==> config.mk <==
export PLATFORM = sky130hd
export DESIGN_NAME = dst_gather
export DESIGN_NICKNAME = d
export VERILOG_FILES = /design/src/sv/dst_pkg.sv /design/src/sv/dst_gather.sv
export SDC_FILE = /design/constraint.sdc
export NUM_CORES = 1
export LEC_CHECK = 0
export ABC_AREA = 1
export BUFFER_PORTS_ARGS = -buffer_cell sky130_fd_sc_hd__buf_4
export CAP_MARGIN = 0
export CORE_AREA = 2 2 400 402
export CTS_BUF_LIST = sky130_fd_sc_hd__clkbuf_16
export DETAILED_ROUTE_END_ITERATION = 16
export DIE_AREA = 0 0 402 404
export GPL_TIMING_DRIVEN = 0
export PLACE_DENSITY = 0.32
export SLEW_MARGIN = 20
export SYNTH_ARGS = -nofsm -noshare
export SYNTH_HDL_FRONTEND = slang
export SYNTH_SLANG_ARGS = --single-unit
export TNS_END_PERCENT = 5
==> constraint.sdc <==
create_clock -name clock -period 1.1 [get_ports clock]
set_input_delay 0.11 -clock clock [delete_from_list [all_inputs] [get_ports clock]]
set_output_delay 0.11 -clock clock [all_outputs]
set_load 0.01 [all_outputs]
==> src/sv/dst_pkg.sv <==
// ----------------------------------------------------------------------------
// dst_pkg: shared types and constants of the deadline sorted table
// Field widths, operation and status codes, control state, and the control
// group broadcast from the top level to every storage cell.
// ----------------------------------------------------------------------------
`default_nettype none

package dst_pkg;

   // Field widths of one beat
   localparam int OP_W        = 2;
   localparam int POS_W       = 7;
   localparam int DAY_W       = 5;
   localparam int MONTH_W     = 4;
   localparam int YEAR_W      = 14;
   localparam int TAG_PORT_W  = 16;
   localparam int STATUS_W    = 3;
   localparam int COUNT_OUT_W = 8;

   // Sort key: year, then month, then day
   localparam int KEY_W = YEAR_W + MONTH_W + DAY_W;

   // Stream widths (whole bytes)
   localparam int REQ_DATA_W = 48;
   localparam int RSP_DATA_W = 64;
   localparam int RSP_PAD_W  = RSP_DATA_W - (STATUS_W + COUNT_OUT_W + POS_W + KEY_W
                                             + TAG_PORT_W);

   // Defaults of the top level parameters
   localparam int DEF_TABLE_DEPTH = 128;
   localparam int DEF_TAG_BITS    = 16;

   // Cells per group in the result collection tree
   localparam int GROUP_SIZE = 16;

   typedef enum logic [OP_W-1:0] {
      OP_INSERT = 2'd0,
      OP_REMOVE = 2'd1,
      OP_EDIT   = 2'd2,
      OP_READ   = 2'd3
   } op_type;

   typedef enum logic [STATUS_W-1:0] {
      STAT_OK        = 3'd0,
      STAT_FULL      = 3'd1,
      STAT_EMPTY     = 3'd2,
      STAT_BAD_POS   = 3'd3,
      STAT_ZERO_DATE = 3'd4
   } status_type;

   typedef enum logic [1:0] {
      S_IDLE   = 2'd0,
      S_EXEC   = 2'd1,
      S_GATHER = 2'd2,
      S_DONE   = 2'd3
   } state_type;

   // Broadcast to every cell during the execute cycle
   typedef struct packed {
      logic             active;     // execute cycle
      logic             shift_en;   // close the gap at the position
      logic             insert_en;  // place the new entry in order
      logic             read_en;    // flag the cell at the position
      logic [KEY_W-1:0] key;        // date key of the new entry
   } cell_ctrl_type;

endpackage

`default_nettype wire

==> src/sv/dst_gather.sv <==
// ----------------------------------------------------------------------------
// dst_gather: result collection across the cell row
// ORs the flagged lanes in registered groups, then merges the groups.
// At most one cell drives a nonzero lane in each field.
// ----------------------------------------------------------------------------
`default_nettype none

module dst_gather #(
   parameter int DEPTH = dst_pkg::DEF_TABLE_DEPTH,
   parameter int WIDTH = 8
) (
   input  wire logic                         clock,
   input  wire logic [DEPTH-1:0][WIDTH-1:0]  lanes,
   output logic [WIDTH-1:0]                  merged
);

   localparam int GS = dst_pkg::GROUP_SIZE;
   localparam int NG = (DEPTH + GS - 1) / GS;

   logic [NG*GS-1:0][WIDTH-1:0] lane_pad;
   logic [NG-1:0][WIDTH-1:0]    group_ff, group_in;

   // Pad the row to whole groups
   for (genvar i = 0; i < NG * GS; i++) begin : g_pad
      if (i < DEPTH) begin : g_real
         assign lane_pad[i] = lanes[i];
      end else begin : g_zero
         assign lane_pad[i] = '0;
      end
   end

   // OR within each group
   always_comb begin
      for (int g = 0; g < NG; g++) begin
         group_in[g] = '0;
         for (int k = 0; k < GS; k++) begin
            group_in[g] = group_in[g] | lane_pad[g * GS + k];
         end
      end
   end

   always_ff @(posedge clock) begin
      group_ff <= group_in;
   end

   // Merge the groups
   always_comb begin
      merged = '0;
      for (int g = 0; g < NG; g++) begin
         merged = merged | group_ff[g];
      end
   end

endmodule

`default_nettype wire

==> results.py <==
metrics = {
    "die": {
        "num_rows": 146,
        "core_area_um2": 158000,
        "die_area_um2": 162000,
        "io_pins": 1033,
        "floorplan.initialDensity_pct": 3.20,
        "die_w_um": 402,
        "die_h_um": 404,
    },
    "drt": {
        "ant_nets": 0,
        "dr.pass1.iters": 5,
        "route.detailed.wl_per_inst_um": 13.8,
        "wl_um": 68800,
        "drt_iter0_markers": 543,
        "via_per_inst": 2.68,
        "vias": 13392,
        "drcViolationCount": 0,
    },
    "pwr": {
        "switchingPower_mw": 3.22,
        "p_int_mw": 8.44,
        "combPwrFrac_pct": 52.9,
        "p_clk_share_pct": 27.3,
        "vdd_drop_max_mv": 0.895,
        "power_leakage_nw": 10.2,
        "p_sw_share_pct": 27.6,
        "power.density_nw_per_um2": 491,
        "pwr-share-seq_pct": 19.8,
    },
    "final_layout": {
        "utilization_pct": 15.1,
        "areaGrowthSynthToFinish_pct": 370,
        "top_regs": "group_ff x64",
        "layout-drive-gt1-share_pct": 36.6,
        "finalNetCount": 3930,
        "stdcell_area_um2": 23800,
        "largest_register_ffs": 64,
        "final_common_cell": "buf_4",
        "final_cell_mix": "buf_4, dlygate4sd3_1, nor2_1",
        "top_register": "group_ff",
    },
    "global_routing": {
        "gr-total-overflow": 0,
        "antenna_found_initial": 15,
        "busiest_layer": "met2",
        "use_met3_pct": 2.45,
        "grt_use_total_pct": 8.17,
        "grt_use_met1_pct": 9.42,
        "grt_max_degree": 12,
        "grt_pass1_wl_um": 94900,
        "grt_use_met2_pct": 14.3,
        "grt_pass1_vias": 14927,
    },
    "yosys": {
        "ys_types": 4,
        "syn-instance-count": 1064,
        "synth_area_um2": 5050,
        "ys_warn_count": 0,
        "syn_nets": 2089,
        "ys_seq_area_share_pct": 25.3,
        "synth-seq-cells": 64,
        "avgSynthCellArea_um2": 4.75,
    },
    "sta": {
        "grt_setup_unrepaired": "true",
        "post-route-period-util_pct": 130,
        "hold_violations": 0,
        "fmax_mhz": 698,
        "tightest_slew_ps": 795,
        "final_max_slew_viol_count": 0,
        "setup_tns_ps": -1320,
        "relSlewSlack_pct": 46.8,
        "min_period_ps": 1430,
        "setup_viol": 8,
        "setup_ws_ps": -334,
        "holdWs_ps": 38.4,
    },
    "cts": {
        "cts_num_sinks": 64,
        "cts-root-buf": "clkbuf_16",
        "clockBufferDepth": 2,
        "clkTransAtPathRegs_ps": 60,
        "cts_made_buffers": 9,
        "cts_setup_buffers": 0,
        "tritoncts": "yes",
        "cts_max_level": 3,
    },
    "hold_path": {
        "hold_class": "primary input to flip-flop",
    },
    "worst_setup_path": {
        "cp_data_arrival_time_ps": 1320,
        "criticalPathCategory": "flip-flop to output port",
        "cp-end-kind": "output port",
        "path_max_fanout": 1,
        "critPathLaunchType": "flip-flop",
        "worst_ep_required_time_ps": 990,
    },
    "run_status": {
        "violations": "setup timing",
        "outcome": "finished with violations",
    },
    "placed_design": {
        "gp_congestion": 0.845,
        "place_area_um2": 15400,
        "port_buffers": 1032,
        "hpwl_um": 57000,
    },
    "job": {
        "cap_violations": 0,
    },
}
## area by class of cell
class	instances	area [µm²]
antenna	9	22.5
clock buffer	9	225
clock inverter	7	63.8
fill	17933	134000
multi-input combinational	1000	3830
sequential	64	1290
tap	2072	2590
timing repair buffer	1830	15700
## routing by layer
layer  vias to the layer above  share of wire, %
met5                         -             0.090
met4                        10               2.7
met1                      5809                41
met2                       578                50
li1                       6904                 -
met3                        91               6.9
## synth_stat cells (all sizes together)
master	instances	area share [%]
nor2	672	50
nand2	320	24
dfxtp	64	25
nand4	8	0.99
## final timing paths
kind,from,end,slack (ps),cells after the start
max,group_ff[62],merged[6],-330,3
min,lanes[109],group_ff[5],40,5
## power groups by stage
stage	Combinational, mW	Clock (mW)	Sequential [mW]
final	6.17	3.18	2.31
after global routing	6.61	3.64	2.31
after CTS	6.13	3.61	2.31
after detailed placement	3.70	0	2.37
after global placement	3.68	0	2.37
after floorplan	0.529	0	2.37
## kinds of logic after synthesis
logic type | after synthesis | share of synthesized area, %
simple gates | 1000 | 74.7
flops | 64 | 25.3
## through the flow
step	power [mW]	setup slack (ps)	instances
detailed placement	6.06	-321	4168
floorplan	2.90	478	1064
finish	11.7	-334	4991
global route	12.6	-553	4985
global placement	6.05	-319	4168
CTS	12.1	-582	4982
## what timing repair did
item	in CTS	in global routing
endpoints found under the setup margin	8	9
hold buffers	798	0
hold endpoints to repair	62	0
pin swaps	6	1
resized for setup	22	3
## worst max-delay path, stage by stage, from the launching register on
cell	delay, ps
dfxtp_2	330
nor2_4	150
nand4_1	220
buf_6	220
(Power assumes the default switching activity.)
