File: src/sv/dst_pkg.sv
// ----------------------------------------------------------------------------
// dst_pkg: shared types and constants of the deadline sorted table
// Field widths, operation and status codes, control state, and the control
// group broadcast from the top level to every storage cell.
// ----------------------------------------------------------------------------
`default_nettype none

package dst_pkg;

   // Field widths of one beat
   localparam int OP_W        = 2;
   localparam int POS_W       = 7;
   localparam int DAY_W       = 5;
   localparam int MONTH_W     = 4;
   localparam int YEAR_W      = 14;
   localparam int TAG_PORT_W  = 16;
   localparam int STATUS_W    = 3;
   localparam int COUNT_OUT_W = 8;

   // Sort key: year, then month, then day
   localparam int KEY_W = YEAR_W + MONTH_W + DAY_W;

   // Stream widths (whole bytes)
   localparam int REQ_DATA_W = 48;
   localparam int RSP_DATA_W = 64;
   localparam int RSP_PAD_W  = RSP_DATA_W - (STATUS_W + COUNT_OUT_W + POS_W + KEY_W
                                             + TAG_PORT_W);

   // Defaults of the top level parameters
   localparam int DEF_TABLE_DEPTH = 128;
   localparam int DEF_TAG_BITS    = 16;

   // Cells per group in the result collection tree
   localparam int GROUP_SIZE = 16;

   typedef enum logic [OP_W-1:0] {
      OP_INSERT = 2'd0,
      OP_REMOVE = 2'd1,
      OP_EDIT   = 2'd2,
      OP_READ   = 2'd3
   } op_type;

   typedef enum logic [STATUS_W-1:0] {
      STAT_OK        = 3'd0,
      STAT_FULL      = 3'd1,
      STAT_EMPTY     = 3'd2,
      STAT_BAD_POS   = 3'd3,
      STAT_ZERO_DATE = 3'd4
   } status_type;

   typedef enum logic [1:0] {
      S_IDLE   = 2'd0,
      S_EXEC   = 2'd1,
      S_GATHER = 2'd2,
      S_DONE   = 2'd3
   } state_type;

   // Broadcast to every cell during the execute cycle
   typedef struct packed {
      logic             active;     // execute cycle
      logic             shift_en;   // close the gap at the position
      logic             insert_en;  // place the new entry in order
      logic             read_en;    // flag the cell at the position
      logic [KEY_W-1:0] key;        // date key of the new entry
   } cell_ctrl_type;

endpackage

`default_nettype wire

File: src/sv/dst_cell.sv
// ----------------------------------------------------------------------------
// dst_cell: one storage cell of the sorted table
// Holds one entry, compares it with the broadcast key, and takes its next
// value from itself, its left neighbor, its right neighbor or the new entry.
// ----------------------------------------------------------------------------
`default_nettype none

module dst_cell #(
   parameter int TAG_BITS   = dst_pkg::DEF_TAG_BITS,
   parameter int CNT_W      = 8,
   parameter int CELL_INDEX = 0
) (
   input  wire logic                                   clock,
   input  wire logic                                   reset,
   input  wire dst_pkg::cell_ctrl_type                 ctrl,
   input  wire logic [CNT_W-1:0]                       count_base,
   input  wire logic [CNT_W-1:0]                       pos,
   input  wire logic [TAG_BITS-1:0]                    new_tag,
   // right neighbor's stored entry
   input  wire logic [dst_pkg::KEY_W-1:0]              next_key,
   input  wire logic [TAG_BITS-1:0]                    next_tag,
   // left neighbor's entry after gap closing, and its compare flag
   input  wire logic [dst_pkg::KEY_W-1:0]              prev_key,
   input  wire logic [TAG_BITS-1:0]                    prev_tag,
   input  wire logic                                   prev_lt,
   output logic [dst_pkg::KEY_W-1:0]                   cur_key,
   output logic [TAG_BITS-1:0]                         cur_tag,
   output logic [dst_pkg::KEY_W-1:0]                   sh_key,
   output logic [TAG_BITS-1:0]                         sh_tag,
   output logic                                        lt,
   output logic                                        place_hit,
   // placed index, key, tag (high to low), zero unless flagged
   output logic [dst_pkg::POS_W+dst_pkg::KEY_W+TAG_BITS-1:0] lane
);

   localparam logic [CNT_W-1:0]          MY_IDX = CNT_W'(CELL_INDEX);
   localparam logic [dst_pkg::POS_W-1:0] MY_POS = dst_pkg::POS_W'(CELL_INDEX);

   logic [dst_pkg::KEY_W-1:0] key_ff, key_in;
   logic [TAG_BITS-1:0]       tag_ff, tag_in;
   logic                      place_hit_ff, place_hit_in;
   logic                      read_hit_ff, read_hit_in;
   logic                      here;

   assign cur_key = key_ff;
   assign cur_tag = tag_ff;

   // Close the gap: cells at and beyond the position take the right neighbor
   always_comb begin
      if (ctrl.shift_en && (MY_IDX >= pos)) begin
         sh_key = next_key;
         sh_tag = next_tag;
      end else begin
         sh_key = key_ff;
         sh_tag = tag_ff;
      end
   end

   // New key sorts strictly before this entry
   assign lt   = (MY_IDX < count_base) && (ctrl.key < sh_key);
   assign here = (lt || (MY_IDX == count_base)) && !prev_lt;

   // Pick the next entry
   always_comb begin
      key_in       = sh_key;
      tag_in       = sh_tag;
      place_hit_in = 1'b0;
      read_hit_in  = ctrl.read_en && (MY_IDX == pos);
      if (ctrl.insert_en) begin
         if (here) begin
            key_in       = ctrl.key;
            tag_in       = new_tag;
            place_hit_in = 1'b1;
         end else if (prev_lt) begin
            key_in = prev_key;
            tag_in = prev_tag;
         end
      end
   end

   // Entry storage
   always_ff @(posedge clock) begin
      if (ctrl.active) begin
         key_ff <= key_in;
         tag_ff <= tag_in;
      end
   end

   // Result flags, held until the next operation
   always_ff @(posedge clock) begin
      if (reset) begin
         place_hit_ff <= 1'b0;
         read_hit_ff  <= 1'b0;
      end else if (ctrl.active) begin
         place_hit_ff <= place_hit_in;
         read_hit_ff  <= read_hit_in;
      end
   end

   assign place_hit = place_hit_ff;
   assign lane = {({dst_pkg::POS_W{place_hit_ff}} & MY_POS),
                  ({(dst_pkg::KEY_W + TAG_BITS){read_hit_ff}} & {key_ff, tag_ff})};

endmodule

`default_nettype wire

File: config.mk
export PLATFORM = sky130hd
export DESIGN_NAME = dst_cell
export DESIGN_NICKNAME = d
export VERILOG_FILES = /design/src/sv/dst_pkg.sv /design/src/sv/dst_cell.sv
export SDC_FILE = /design/constraint.sdc
export NUM_CORES = 1
export LEC_CHECK = 0
export BUFFER_PORTS_ARGS = -buffer_cell sky130_fd_sc_hd__buf_2
export CORE_ASPECT_RATIO = 1.2
export CORE_MARGIN = 8
export CORE_UTILIZATION = 44
export DETAILED_ROUTE_END_ITERATION = 6
export HOLD_SLACK_MARGIN = 0.03
export PLACE_DENSITY = 0.88
export SLEW_MARGIN = 0
export SYNTH_ARGS = -nofsm -noshare
export SYNTH_HDL_FRONTEND = slang
export SYNTH_SLANG_ARGS = --single-unit
File: constraint.sdc
create_clock -name clock -period 11 [get_ports clock]
set_input_delay 1.65 -clock clock [delete_from_list [all_inputs] [get_ports clock]]
set_output_delay 1.65 -clock clock [all_outputs]
set_load 0.05 [all_outputs]
==> flow_metrics.py <==
metrics = {
    "critical_path": {
        "end_kind": "primary output",
        "crit_slowest_cell": "nand3_2",
        "crit_chain": "buf_2, nor4_2, nand3_2, buf_4, mux2i_1, ha_1, a21oi_1, o21ai_0, a221oi_1, nand3_1, a21oi_1, buf_2",
        "critPathLaunchType": "input pin",
        "crit_arrival_ps": 5030,
        "critPathRequiredTime_ps": 9350,
        "critical_path.max_stage_delay_ps": 570,
        "crit_type": "in2out",
        "path_max_fanout": 24,
    },
    "synth": {
        "synth-seq-area-share_pct": 35.0,
        "synth.distinct_cells": 35,
        "synth-seq-cells": 41,
        "netlist_area_mm2": 0.00346,
        "postSynthAreaPerCell_um2": 9.09,
        "syn_inst": 381,
        "ys.warnings.count": 0,
    },
    "cts": {
        "clkSinkCount": 41,
        "clockBufferDepth": 2,
        "cts-root-buf": "clkbuf_8",
        "ctsHoldBuffers": 0,
        "postCtsSetupBuffers": 0,
        "cts_resized": 0,
        "cts_tree": "yes",
        "clock_latency_ps": 290,
        "clkTransAtPathRegs_ps": 80,
        "cts_buffers": 5,
        "htree_levels": 2,
    },
    "place": {
        "placed_area_mm2": 0.00478,
        "dp_hpwl_um": 11000,
        "gp_congestion": 0.822,
        "numPortBuffers": 258,
    },
    "sta": {
        "rsz0062_at_grt": "false",
        "setup_violations": 0,
        "slew_headroom_pct": 12.9,
        "hold_viol": 0,
        "drv_slew": 0,
        "period_needed_ps": 6680,
        "worst_pin_slew_ps": 1300,
        "fin_crit_sh_pct": 60.8,
        "fmax_mhz": 150,
        "clock_skew_ps": 9.99,
        "fin_tns_setup_ps": 0,
    },
    "flow_run": {
        "cap_violations": 0,
    },
    "floorplan": {
        "fp.dieW_um": 97.0,
        "initial_core_util_pct": 45.2,
        "die_h_um": 113,
        "row_count": 35,
        "dieArea_mm2": 0.0110,
        "core_mm2": 0.00766,
        "io_pins": 266,
    },
    "route": {
        "wl_per_cell_um": 18.8,
        "final_antenna_net_count": 0,
        "avgViaCountPerCell": 5.21,
        "wirelength_um": 13500,
        "drc_errors": 0,
        "dr.pass1.iters": 4,
        "via_count": 3747,
        "drtIter0Drc": 177,
    },
    "global_routing": {
        "track_usage_pct": 23.3,
        "grt_antenna_before_repair": 0,
        "grt_first_pass_wirelength_um": 21000,
        "grt_pass1_vias": 4166,
        "grt_max_degree": 44,
        "grt.overflow.total": 0,
    },
    "layout": {
        "diodes": 0,
        "regArea_mm2": 0.00121,
        "layout.nets": 789,
        "drive_gt1_share_pct": 45.0,
        "final_cell_area_mm2": 0.00489,
        "nFillCells": 655,
        "multi_input_area_mm2": 0.00185,
        "area_growth_pct": 41.1,
    },
    "power": {
        "powerDensity_mw_per_mm2": 120,
        "peakVddDrop_uv": 95.8,
        "p_leak_nw": 2.95,
    },
    "outcome": {
        "status": "completed",
    },
    "min_path": {
        "hold_class": "reg2reg",
    },
}
cells in the final DEF, fill, tap and decap left out, types with 2 or more instances in the layout:
master    instances
and2_1           40
nand2b_1          3
and3_1            2
nor4_1            2
conb_1            7
and4_1            3
mux2i_1          39
ha_1             22
nor4_2            2
edfxtp_1         39
nor2b_1           2
o221ai_2         10
nand2_1          45
o221ai_1         30
a21oi_1          10
inv_1            80
buf_4             2
o21ai_0           3
a21o_1            4
buf_2           258
nand3_1           3
dfxtp_1           2
nand4_1           2
clkbuf_8          5
critical path, delay by kind of cell:
family / cells / cell delay [ps]
multiplexers: 1 / 320
adder cells (fa/ha/maj): 1 / 320
AND/OR/NAND/NOR: 3 / 1060
buffers and inverters: 3 / 900
AO/OA/AOI/OAI: 4 / 780
layout make-up:
cell class | count | share of cell area, %
Multi-Input combinational cell | 239 | 37.8
Timing Repair Buffer | 260 | 26.7
Sequential cell | 41 | 24.8
Inverter | 80 | 6.15
Tap cell | 92 | 2.36
Clock buffer | 5 | 1.41
Clock inverter | 2 | 0.717
worst paths after layout:
| kind | startpoint | endpoint | slack, ps | cells past startpoint |
|---|---|---|---|---|
| setup / recovery | pos[3] | lt | 4320 | 12 |
| hold / removal | place_hit | place_hit | 470 | 2 |
| setup reg to reg | cur_key[20] | cur_key[7] | 7400 | 8 |
| hold reg to reg | place_hit | place_hit | 470 | 2 |
sequential cells by signal, indices dropped and copies added, names as in the netlist:
signal       flops
cur_key         23
cur_tag         16
read_hit_ff      1
place_hit        1
through the flow:
stage / util [%] / std cells / setup WS, ps / hold WS (ps) / power [mW]
after floorplan: - / 387 / 4940 / 461 / 0.392
after global placement: 62.4 / 712 / 4430 / 460 / 0.467
after detailed placement: 62.4 / 712 / 4340 / 469 / 0.475
after CTS: 63.8 / 719 / 4320 / 481 / 0.591
after global routing: 63.8 / 719 / 3940 / 502 / 0.618
final: 63.8 / 719 / 4320 / 473 / 0.587
kinds of logic (layout without fill, tap and decap cells):
| logic type | after synthesis | in the layout | share of synthesized area [%] |
|---|---|---|---|
| DFF | 41 | 41 | 35.0 |
| adders and majority gates | 22 | 22 | 7.95 |
| buffers and inverters | 107 | 347 | 12.8 |
| other | 1 | 7 | 0.108 |
| muxes | 39 | 39 | 11.3 |
| and+or+nand+nor | 108 | 108 | 16.8 |
| AOI/OAI and AO/OA | 63 | 63 | 16.1 |
layer usage:
layer,global-route usage (%),up-vias,share of wire [%]
met4,8.22,0,2.7
met5,0,-,0
met2,43.3,209,52
met1,23.7,1704,38
li1,-,1803,-
met3,7.62,31,8.1
Yosys cell counts, drive strengths merged:
library cell | number | area, um2
nand2 | 45 | 169
a21o | 4 | 30.0
o31a | 1 | 8.76
nor2b | 2 | 12.5
mux2i | 39 | 390
o221ai | 40 | 413
and3 | 2 | 12.5
o21ai | 4 | 20.0
and3b | 1 | 8.76
and4b | 1 | 10.0
a2111o | 1 | 11.3
and4 | 3 | 26.3
and2 | 40 | 250
ha | 22 | 275
o211ai | 1 | 7.51
a221oi | 1 | 8.76
inv | 80 | 300
nand3 | 4 | 20.0
nor4 | 4 | 37.5
buf | 15 | 96.3
nand4 | 2 | 12.5
clkbuf | 12 | 45.0
a21oi | 10 | 50.1
conb | 1 | 3.75
nor3 | 1 | 5.00
nand2b | 3 | 18.8
dfxtp | 2 | 40.0
o21a | 1 | 7.51
edfxtp | 39 | 1170
power by group:
| part | switching [mW] | internal [mW] |
|---|---|---|
| Combinational | 0.193 | 0.0725 |
| Sequential | 0.0120 | 0.193 |
| Clock | 0.0506 | 0.0660 |
| Total | 0.256 | 0.331 |
Power figures use the tool's default switching activity.
